`config.mk`:
```
export PLATFORM = sky130hd
export DESIGN_NAME = tiny_register_machine_execute_core_flat
export DESIGN_NICKNAME = d
export VERILOG_FILES = /design/src/rtl/core/trm_pkg.sv /design/src/rtl/core/trm_req_if.sv /design/src/rtl/core/trm_rsp_if.sv /design/src/rtl/core/trm_regfile.sv /design/src/rtl/core/trm_exec.sv /design/src/rtl/core/tiny_register_machine_execute_core.sv /design/src/flat_wrapper.sv
export SDC_FILE = /design/constraint.sdc
export NUM_CORES = 2
export LEC_CHECK = 0
export BUFFER_PORTS_ARGS = -buffer_cell sky130_fd_sc_hd__clkbuf_2
export CAP_MARGIN = 30
export CORE_MARGIN = 4
export CORE_UTILIZATION = 25
export DETAILED_ROUTE_END_ITERATION = 7
export PLACE_DENSITY = 0.46
export SYNTH_ARGS = -nofsm -noshare
export SYNTH_HDL_FRONTEND = slang
export SYNTH_SLANG_ARGS = --single-unit
```
`constraint.sdc`:
```
create_clock -name clock -period 24.4 [get_ports clock]
set_input_delay 4.88 -clock clock [delete_from_list [all_inputs] [get_ports clock]]
set_output_delay 4.88 -clock clock [all_outputs]
set_load 0.02 [all_outputs]
```
`src/rtl/core/trm_pkg.sv`:
```
// ----------------------------------------------------------------------------
// trm_pkg
// shared types and opcodes of the register machine execute core
// ----------------------------------------------------------------------------
package trm_pkg;

   typedef logic [2:0]        cmd_type;
   typedef logic [5:0]        index_type;
   typedef logic signed [31:0] word_type;

   // width of an index widened by one bit for the range compare
   localparam int INDEX_CMP_W = 7;

   // opcodes, codes 6 and 7 do nothing
   localparam cmd_type CMD_LDV = 3'd0;
   localparam cmd_type CMD_SWP = 3'd1;
   localparam cmd_type CMD_MOV = 3'd2;
   localparam cmd_type CMD_ADD = 3'd3;
   localparam cmd_type CMD_SUB = 3'd4;
   localparam cmd_type CMD_MUL = 3'd5;

   // register file write: port 0 goes to bank a, port 1 to bank b
   typedef struct packed {
      logic      en0;
      index_type addr0;
      word_type  data0;
      logic      en1;
      index_type addr1;
      word_type  data1;
   } wr_type;

   typedef struct packed {
      word_type dest_value;
      word_type src_value;
      logic     range_error;
   } result_type;

endpackage

```
`src/rtl/core/trm_req_if.sv`:
```
// ----------------------------------------------------------------------------
// trm_req_if
// instruction channel: valid/ready handshake with one instruction per item
// ----------------------------------------------------------------------------
interface trm_req_if;

   logic                valid;
   logic                ready;
   trm_pkg::cmd_type    cmd;
   trm_pkg::index_type  dest_index;
   trm_pkg::index_type  src_index;
   trm_pkg::word_type   immediate;

   modport source (output valid, output cmd, output dest_index, output src_index,
                   output immediate, input ready);
   modport sink   (input valid, input cmd, input dest_index, input src_index,
                   input immediate, output ready);

endinterface

```
`src/rtl/core/trm_rsp_if.sv`:
```
// ----------------------------------------------------------------------------
// trm_rsp_if
// result channel: valid/ready handshake with both register values and error
// ----------------------------------------------------------------------------
interface trm_rsp_if;

   logic               valid;
   logic               ready;
   trm_pkg::word_type  dest_value;
   trm_pkg::word_type  src_value;
   logic               range_error;

   modport source (output valid, output dest_value, output src_value,
                   output range_error, input ready);
   modport sink   (input valid, input dest_value, input src_value,
                   input range_error, output ready);

endinterface

```
`src/rtl/core/trm_regfile.sv`:
```
// ----------------------------------------------------------------------------
// trm_regfile
// two-bank register file with live-value bits, valid bits and write bypass
// ----------------------------------------------------------------------------
module trm_regfile #(
   parameter int NUM_REGS = 32
) (
   input  logic                clock,
   input  logic                reset,
   input  logic                rd_en,
   input  trm_pkg::index_type  rd_dest_idx,
   input  trm_pkg::index_type  rd_src_idx,
   input  trm_pkg::wr_type     wr,
   output trm_pkg::word_type   dest_operand,
   output trm_pkg::word_type   src_operand
);
   import trm_pkg::*;

   localparam int IDX_W = (NUM_REGS > 1) ? $clog2(NUM_REGS) : 1;

   word_type bank_a_mem [NUM_REGS];
   word_type bank_b_mem [NUM_REGS];

   logic [NUM_REGS-1:0] valid_ff;
   logic [NUM_REGS-1:0] lvt_ff;

   word_type  a_dest_ff, a_src_ff, b_dest_ff, b_src_ff;
   logic      vld_dest_ff, vld_src_ff, sel_dest_ff, sel_src_ff;
   index_type dest_idx_ff, src_idx_ff;
   wr_type    fwd_ff;

   logic [IDX_W-1:0] rd_d, rd_s, wr_0, wr_1;

   assign rd_d = rd_dest_idx[IDX_W-1:0];
   assign rd_s = rd_src_idx[IDX_W-1:0];
   assign wr_0 = wr.addr0[IDX_W-1:0];
   assign wr_1 = wr.addr1[IDX_W-1:0];

   // banks: read data registered at accept, old data on a same-edge write
   always_ff @(posedge clock) begin
      if (rd_en) begin
         a_dest_ff   <= bank_a_mem[rd_d];
         a_src_ff    <= bank_a_mem[rd_s];
         b_dest_ff   <= bank_b_mem[rd_d];
         b_src_ff    <= bank_b_mem[rd_s];
         vld_dest_ff <= valid_ff[rd_d];
         vld_src_ff  <= valid_ff[rd_s];
         sel_dest_ff <= lvt_ff[rd_d];
         sel_src_ff  <= lvt_ff[rd_s];
         dest_idx_ff <= rd_dest_idx;
         src_idx_ff  <= rd_src_idx;
      end
      if (wr.en0) begin
         bank_a_mem[wr_0] <= wr.data0;
      end
      if (wr.en1) begin
         bank_b_mem[wr_1] <= wr.data1;
      end
   end

   // live-value bits: which bank holds the newest copy
   always_ff @(posedge clock) begin
      if (wr.en0) begin
         lvt_ff[wr_0] <= 1'b0;
      end
      if (wr.en1) begin
         lvt_ff[wr_1] <= 1'b1;
      end
   end

   // valid bits: unwritten registers read as zero after reset
   always_ff @(posedge clock) begin
      if (reset) begin
         valid_ff <= '0;
      end else begin
         if (wr.en0) begin
            valid_ff[wr_0] <= 1'b1;
         end
         if (wr.en1) begin
            valid_ff[wr_1] <= 1'b1;
         end
      end
   end

   // last write, bypassed to an item that read the banks on the same edge
   always_ff @(posedge clock) begin
      if (reset) begin
         fwd_ff <= '0;
      end else if (wr.en0) begin
         fwd_ff <= wr;
      end
   end

   function automatic word_type resolve(index_type idx, wr_type f, logic vld,
                                        logic sel, word_type a_data,
                                        word_type b_data);
      word_type r;
      if (f.en1 && f.addr1 == idx) begin
         r = f.data1;
      end else if (f.en0 && f.addr0 == idx) begin
         r = f.data0;
      end else if (vld) begin
         r = sel ? b_data : a_data;
      end else begin
         r = '0;
      end
      return r;
   endfunction

   assign dest_operand = resolve(dest_idx_ff, fwd_ff, vld_dest_ff, sel_dest_ff,
                                 a_dest_ff, b_dest_ff);
   assign src_operand  = resolve(src_idx_ff, fwd_ff, vld_src_ff, sel_src_ff,
                                 a_src_ff, b_src_ff);

endmodule

```
`src/rtl/core/trm_exec.sv`:
```
// ----------------------------------------------------------------------------
// trm_exec
// range check, operation and register file write for one instruction
// ----------------------------------------------------------------------------
module trm_exec #(
   parameter int NUM_REGS = 32
) (
   input  trm_pkg::cmd_type    cmd,
   input  trm_pkg::index_type  dest_index,
   input  trm_pkg::index_type  src_index,
   input  trm_pkg::word_type   immediate,
   input  trm_pkg::word_type   dest_operand,
   input  trm_pkg::word_type   src_operand,
   output trm_pkg::result_type result,
   output trm_pkg::wr_type     wr
);
   import trm_pkg::*;

   localparam logic [INDEX_CMP_W-1:0] REG_LIMIT = INDEX_CMP_W'(NUM_REGS);

   logic     dest_ok, src_ok, bad, same;
   word_type sum, diff, prod;

   assign dest_ok = {1'b0, dest_index} < REG_LIMIT;
   assign src_ok  = {1'b0, src_index} < REG_LIMIT;
   assign bad     = !dest_ok || (cmd != CMD_LDV && !src_ok);
   assign same    = dest_index == src_index;

   assign sum  = dest_operand + src_operand;
   assign diff = dest_operand - src_operand;
   assign prod = dest_operand * src_operand;   // low 32 bits of the product

   always_comb begin
      result.range_error = 1'b0;
      result.dest_value  = dest_operand;
      result.src_value   = src_operand;
      wr = '0;
      case (cmd)
         CMD_LDV: begin
            result.dest_value = immediate;
            result.src_value  = !src_ok ? '0 : (same ? immediate : src_operand);
            wr.en0   = 1'b1;
            wr.addr0 = dest_index;
            wr.data0 = immediate;
         end
         CMD_SWP: begin
            result.dest_value = src_operand;
            result.src_value  = dest_operand;
            wr.en0   = 1'b1;
            wr.addr0 = dest_index;
            wr.data0 = src_operand;
            // second port only when the two registers differ
            wr.en1   = !same;
            wr.addr1 = src_index;
            wr.data1 = dest_operand;
         end
         CMD_MOV: begin
            // copies destination into source
            result.src_value = dest_operand;
            wr.en0   = 1'b1;
            wr.addr0 = src_index;
            wr.data0 = dest_operand;
         end
         CMD_ADD, CMD_SUB, CMD_MUL: begin
            if (cmd == CMD_ADD) begin
               result.dest_value = sum;
            end else if (cmd == CMD_SUB) begin
               result.dest_value = diff;
            end else begin
               result.dest_value = prod;
            end
            result.src_value = same ? result.dest_value : src_operand;
            wr.en0   = 1'b1;
            wr.addr0 = dest_index;
            wr.data0 = result.dest_value;
         end
         default: begin
         end
      endcase
      if (bad) begin
         result.range_error = 1'b1;
         result.dest_value  = '0;
         result.src_value   = '0;
         wr = '0;
      end
   end

endmodule

```
`src/rtl/core/tiny_register_machine_execute_core.sv`:
```
// ----------------------------------------------------------------------------
// tiny_register_machine_execute_core
// executes one two-operand instruction per item on a 32-bit register file
// ----------------------------------------------------------------------------
// usage
//   req carries one instruction per item: cmd, dest_index, src_index and
//   immediate; rsp returns one item per instruction with both named
//   registers after the step and range_error
//   an accepted item is held in the execute stage and moves on into the
//   result register, which drives rsp.valid, once that register is free
//   or being emptied
//   throughput is one item per cycle while rsp does not stall, set by
//   the single execute stage: banks are read on the accept edge and
//   written on the edge the item moves to the result register, with a
//   one-deep bypass covering the item that follows directly
//   swap writes two registers at once, one per bank, and a live-value
//   bit per register picks the newer bank on read
//   reset clears the valid bits so every register reads as zero at once,
//   no clearing pass is needed
//   when rsp stalls, the result register holds and the execute stage
//   still takes one more item, after which req.ready drops
// ----------------------------------------------------------------------------
module tiny_register_machine_execute_core #(
   parameter int NUM_REGS = 32
) (
   input logic       clock,
   input logic       reset,
   trm_req_if.sink   req,
   trm_rsp_if.source rsp
);
   import trm_pkg::*;

   // execute stage holding the accepted instruction
   logic       s1_valid_ff, s1_valid_in;
   cmd_type    s1_cmd_ff;
   index_type  s1_dest_ff, s1_src_ff;
   word_type   s1_imm_ff;

   // result register
   logic       out_valid_ff, out_valid_in;
   result_type out_ff;

   logic       accept, advance;
   word_type   dest_operand, src_operand;
   result_type exec_result;
   wr_type     exec_wr, commit_wr;

   // stage moves on when the result register is free or being emptied
   assign advance    = s1_valid_ff && (!out_valid_ff || rsp.ready);
   assign req.ready  = !s1_valid_ff || advance;
   assign accept     = req.valid && req.ready;

   assign s1_valid_in  = accept ? 1'b1 : (advance ? 1'b0 : s1_valid_ff);
   assign out_valid_in = advance ? 1'b1 : ((out_valid_ff && rsp.ready) ? 1'b0
                                                                      : out_valid_ff);

   always_ff @(posedge clock) begin
      if (reset) begin
         s1_valid_ff  <= 1'b0;
         out_valid_ff <= 1'b0;
      end else begin
         s1_valid_ff  <= s1_valid_in;
         out_valid_ff <= out_valid_in;
      end
   end

   // payload registers need no reset
   always_ff @(posedge clock) begin
      if (accept) begin
         s1_cmd_ff  <= req.cmd;
         s1_dest_ff <= req.dest_index;
         s1_src_ff  <= req.src_index;
         s1_imm_ff  <= req.immediate;
      end
      if (advance) begin
         out_ff <= exec_result;
      end
   end

   // register file state changes only when the item leaves the stage
   always_comb begin
      commit_wr     = exec_wr;
      commit_wr.en0 = exec_wr.en0 && advance;
      commit_wr.en1 = exec_wr.en1 && advance;
   end

   trm_regfile #(
      .NUM_REGS (NUM_REGS)
   ) u_regfile (
      .clock        (clock),
      .reset        (reset),
      .rd_en        (accept),
      .rd_dest_idx  (req.dest_index),
      .rd_src_idx   (req.src_index),
      .wr           (commit_wr),
      .dest_operand (dest_operand),
      .src_operand  (src_operand)
   );

   trm_exec #(
      .NUM_REGS (NUM_REGS)
   ) u_exec (
      .cmd          (s1_cmd_ff),
      .dest_index   (s1_dest_ff),
      .src_index    (s1_src_ff),
      .immediate    (s1_imm_ff),
      .dest_operand (dest_operand),
      .src_operand  (src_operand),
      .result       (exec_result),
      .wr           (exec_wr)
   );

   assign rsp.valid       = out_valid_ff;
   assign rsp.dest_value  = out_ff.dest_value;
   assign rsp.src_value   = out_ff.src_value;
   assign rsp.range_error = out_ff.range_error;

endmodule

```
`src/flat_wrapper.sv`:
```
// flat-port wrapper written by rule: the top's interface ports become plain ports
module tiny_register_machine_execute_core_flat import trm_pkg::*;
#(
   parameter int NUM_REGS = 32
)
  (clock, reset, req_valid, req_cmd, req_dest_index, req_src_index, req_immediate, req_ready, rsp_valid, rsp_dest_value, rsp_src_value, rsp_range_error, rsp_ready);
  trm_req_if req_i ();
  trm_rsp_if rsp_i ();
  input logic clock;
  input logic reset;
  input wire logic [$bits(req_i.valid)-1:0] req_valid;
  input wire logic [$bits(req_i.cmd)-1:0] req_cmd;
  input wire logic [$bits(req_i.dest_index)-1:0] req_dest_index;
  input wire logic [$bits(req_i.src_index)-1:0] req_src_index;
  input wire logic [$bits(req_i.immediate)-1:0] req_immediate;
  output wire logic [$bits(req_i.ready)-1:0] req_ready;
  output wire logic [$bits(rsp_i.valid)-1:0] rsp_valid;
  output wire logic [$bits(rsp_i.dest_value)-1:0] rsp_dest_value;
  output wire logic [$bits(rsp_i.src_value)-1:0] rsp_src_value;
  output wire logic [$bits(rsp_i.range_error)-1:0] rsp_range_error;
  input wire logic [$bits(rsp_i.ready)-1:0] rsp_ready;
  assign req_i.valid = req_valid;
  assign req_i.cmd = req_cmd;
  assign req_i.dest_index = req_dest_index;
  assign req_i.src_index = req_src_index;
  assign req_i.immediate = req_immediate;
  assign req_ready = req_i.ready;
  assign rsp_valid = rsp_i.valid;
  assign rsp_dest_value = rsp_i.dest_value;
  assign rsp_src_value = rsp_i.src_value;
  assign rsp_range_error = rsp_i.range_error;
  assign rsp_i.ready = rsp_ready;
  tiny_register_machine_execute_core #(.NUM_REGS(NUM_REGS)) u_core (.clock(clock), .reset(reset), .req(req_i), .rsp(rsp_i));
endmodule
```
==> qor.txt <==
RSZ-0062 raised after global routing - no
Clock Path Buffers - 4
Area Overhead vs Synth - 16.2%
DP Worst Slack - 12.38 ns
register-to-register setup slack - 12.33 ns
crit path max-delay cell type - nor3b_2
chip height - 732 µm
Synth async-reset ratio - 0
synth warn - 0
drc violations - 0
status - finished clean
share of cells above drive strength 1 - 0.311
setup slack after layout - 12.33 ns
core area - 0.522 mm²
initial antenna violation count - 18
max cap viols - 0
vias in the first global route - 84300
M1 WL - 214000 µm
fin crit share - 0.495
P_leak - 52.2 nW
Buffers on Ports - 117
Worst path most repeated cell - fa_1
total global routing overflow - 0
Cells after DPL - 14800
crit path kind - reg -> reg
Worst Path Max Fanout - 29
num ports - 118
nets - 8848
vias per cell - 5.30
share of the synthesized area in the top cell type - 0.525
Crit path required time - 25.08 ns
CTS tree - built
Setup-failing EPs final - 0
post_cts resized - 0
met2 WL - 240000 µm
HPWL Detailed - 328000 µm
crit path launch type - flop
WL/cell - 33.6 µm
global-route wire length before repair - 708000 µm
drt first pass iters - 6
initial core utilization - 0.251
top sig layer - met5
fin crit period - 12.07 ns
Hold Crit Class - reg -> reg
Slew headroom - 0.250
endpoints failing hold - 0
H-tree depth - 5
post-synthesis net count - 8626
FILL cells - 51700
Rows - 265
Placer Congestion - 0.932
fin cells - 15400
synth top area cells - edfxtp_1 52%, mux4_2 23%, fa_1 6.3%, nor2_1 2.2%, dfxtp_1 2.2%
CP arrival - 12.76 ns
Seq/Total Area, Yosys - 0.547
iteration-0 DRC count of the detailed router - 9665
Max Transition Viols Final - 0
Max stage delay on crit path - 0.91 ns
most frequent cells in the layout - 2292 x edfxtp_1, 1320 x mux4_2, 654 x nor2_1
Mapped Avg Cell Area - 16.5 µm²
Sinks on Clock Net - 2436
global-route usage over all layers - 0.187
Met3 Wirelength - 37100 µm
Synth area leader - edfxtp_1
hold_buf cts - 0
Clock Skews - 0.108 ns
commonest non-fill, non-tap cell in the layout - edfxtp_1
setup TNS - 0 ns
largest net degree at the start of global routing - 106
final wirelength - 516000 µm
kind of end point of the critical path - flop
Inserted Clock Buffers - 291
number of synthesized flops with an enable pin - 2292
Antenna Nets Post-Route - 0
worst skew pair latency - 0.96 ns
final hold slack - 0.477 ns
post-synthesis register bit count - 2436
Main synth FF type - edfxtp_1
VDD IR max - 60.5 µV
pwr dens - 68.3 mW/mm²
Slew @ Worst Pin - 1.12 ns
Gate Count Post-Synth - 7953
postcts setup bufs - 0
die area - 0.536 mm²
root buffer cell - clkbuf_16
mapped cell area - 0.131 mm²
CTS clock-pin slew for the worst setup and hold paths - 0.06 ns
Max Freq - 0.0828 GHz
Core Util, Final - 0.292
Yosys cell types - 91
routed vias - 81400
Die X-Extent - 732 µm
## worst max-delay path: cells and delay by family, from the launching register on
family,cells,cell delay [ns]
fa+ha+maj,10,4.40
compound gates,10,3.20
simple gates,3,1.78
buf+inv,8,1.43
xor+xnor,2,0.51
flops,1,0.49
## cell usage after synthesis, drive strengths merged, types with 13 or more instances
master / instances
edfxtp: 2292
mux4: 1320
nor2: 776
inv: 521
fa: 410
clkbuf: 375
nand2: 279
ha: 212
a21oi: 197
buf: 186
mux2: 172
o21ai: 172
dfxtp: 144
xnor2: 98
nor3: 88
nand3: 84
a22oi: 62
a211oi: 53
mux2i: 46
and3: 32
a31oi: 30
a21o: 28
o211ai: 28
o21bai: 24
o22ai: 24
a31o: 23
or3: 22
o31ai: 19
nand4: 18
xor2: 17
clkinv: 15
a221oi: 14
nand2b: 14
o21a: 14
nor2b: 13
## layer usage
metal	global-route usage	vias up
met4	0.0772	10
met1	0.252	44800
met2	0.300	3896
li1	-	31800
met5	0	-
met3	0.0315	919
## path summary, 6_finish.rpt
kind,from,end,cells after the start
min reg2reg,u_core.u_regfile.lvt_ff[14]$_DFF_P_,u_core.u_regfile.lvt_ff[14]$_DFF_P_,2
max,u_core.u_regfile.dest_idx_ff[0]$_DFFE_PP_,u_core.u_regfile.bank_a_mem[16][25]$_DFFE_PP_,33
max reg2reg,u_core.u_regfile.dest_idx_ff[0]$_DFFE_PP_,u_core.u_regfile.bank_a_mem[16][25]$_DFFE_PP_,33
min,u_core.u_regfile.lvt_ff[14]$_DFF_P_,u_core.u_regfile.lvt_ff[14]$_DFF_P_,2
## power by group
part	switching (W)	internal, W	total [W]
logic	0.000929	0.000533	0.00146
registers	0.0000452	0.00459	0.00464
clock network	0.00182	0.00249	0.00431
total	0.00279	0.00762	0.0104
## metrics by stage
stage               area [µm²]  power (W)
floorplan               131000    0.00557
global placement        141000    0.00615
detailed placement      143000    0.00616
CTS                     152000     0.0105
global route            152000     0.0107
finish                  152000     0.0104
## area by class of cell
cell class / count / area (µm²) / share of cell area
Clock inverter: 161 / 1580 / 0.0104
Timing Repair Buffer: 490 / 4700 / 0.0308
Multi-Input combinational cell: 4420 / 55900 / 0.367
Inverter: 536 / 2010 / 0.0132
Antenna cell: 6 / 15.0 / 0.0000985
Sequential cell: 2436 / 71700 / 0.471
Clock buffer: 362 / 7750 / 0.0509
Tap cell: 6942 / 8690 / 0.0570
## flip-flops by register name, indices dropped and copies added (netlist names), 3 cells and up
name                          cells
u_core.u_regfile.a_dest_ff       32
u_core.u_regfile.bank_b_mem    1024
u_core.u_regfile.b_src_ff        32
u_core.u_regfile.a_src_ff        32
u_core.u_regfile.src_idx_ff       6
u_core.u_regfile.lvt_ff          32
u_core.u_regfile.bank_a_mem    1024
u_core.u_regfile.dest_idx_ff      6
u_core.s1_imm_ff                 32
u_core.rsp.dest_value            32
u_core.rsp.src_value             32
u_core.u_regfile.fwd_ff          78
u_core.s1_cmd_ff                  3
u_core.u_regfile.valid_ff        32
u_core.u_regfile.b_dest_ff       32
## cell families (layout without fill, tap and decap cells)
kind of cell	Yosys count	in the layout	synth area share
AO/OA/AOI/OAI	779	779	0.0399
XOR/XNOR	126	126	0.00963
adder cells (fa/ha/maj)	622	622	0.0828
buffers and inverters	1097	1549	0.0324
flip-flops	2436	2436	0.547
multiplexers	1538	1538	0.245
other	0	6	0
AND/OR/NAND/NOR	1355	1355	0.0432
No activity file was read; power rests on OpenSTA's default activity.
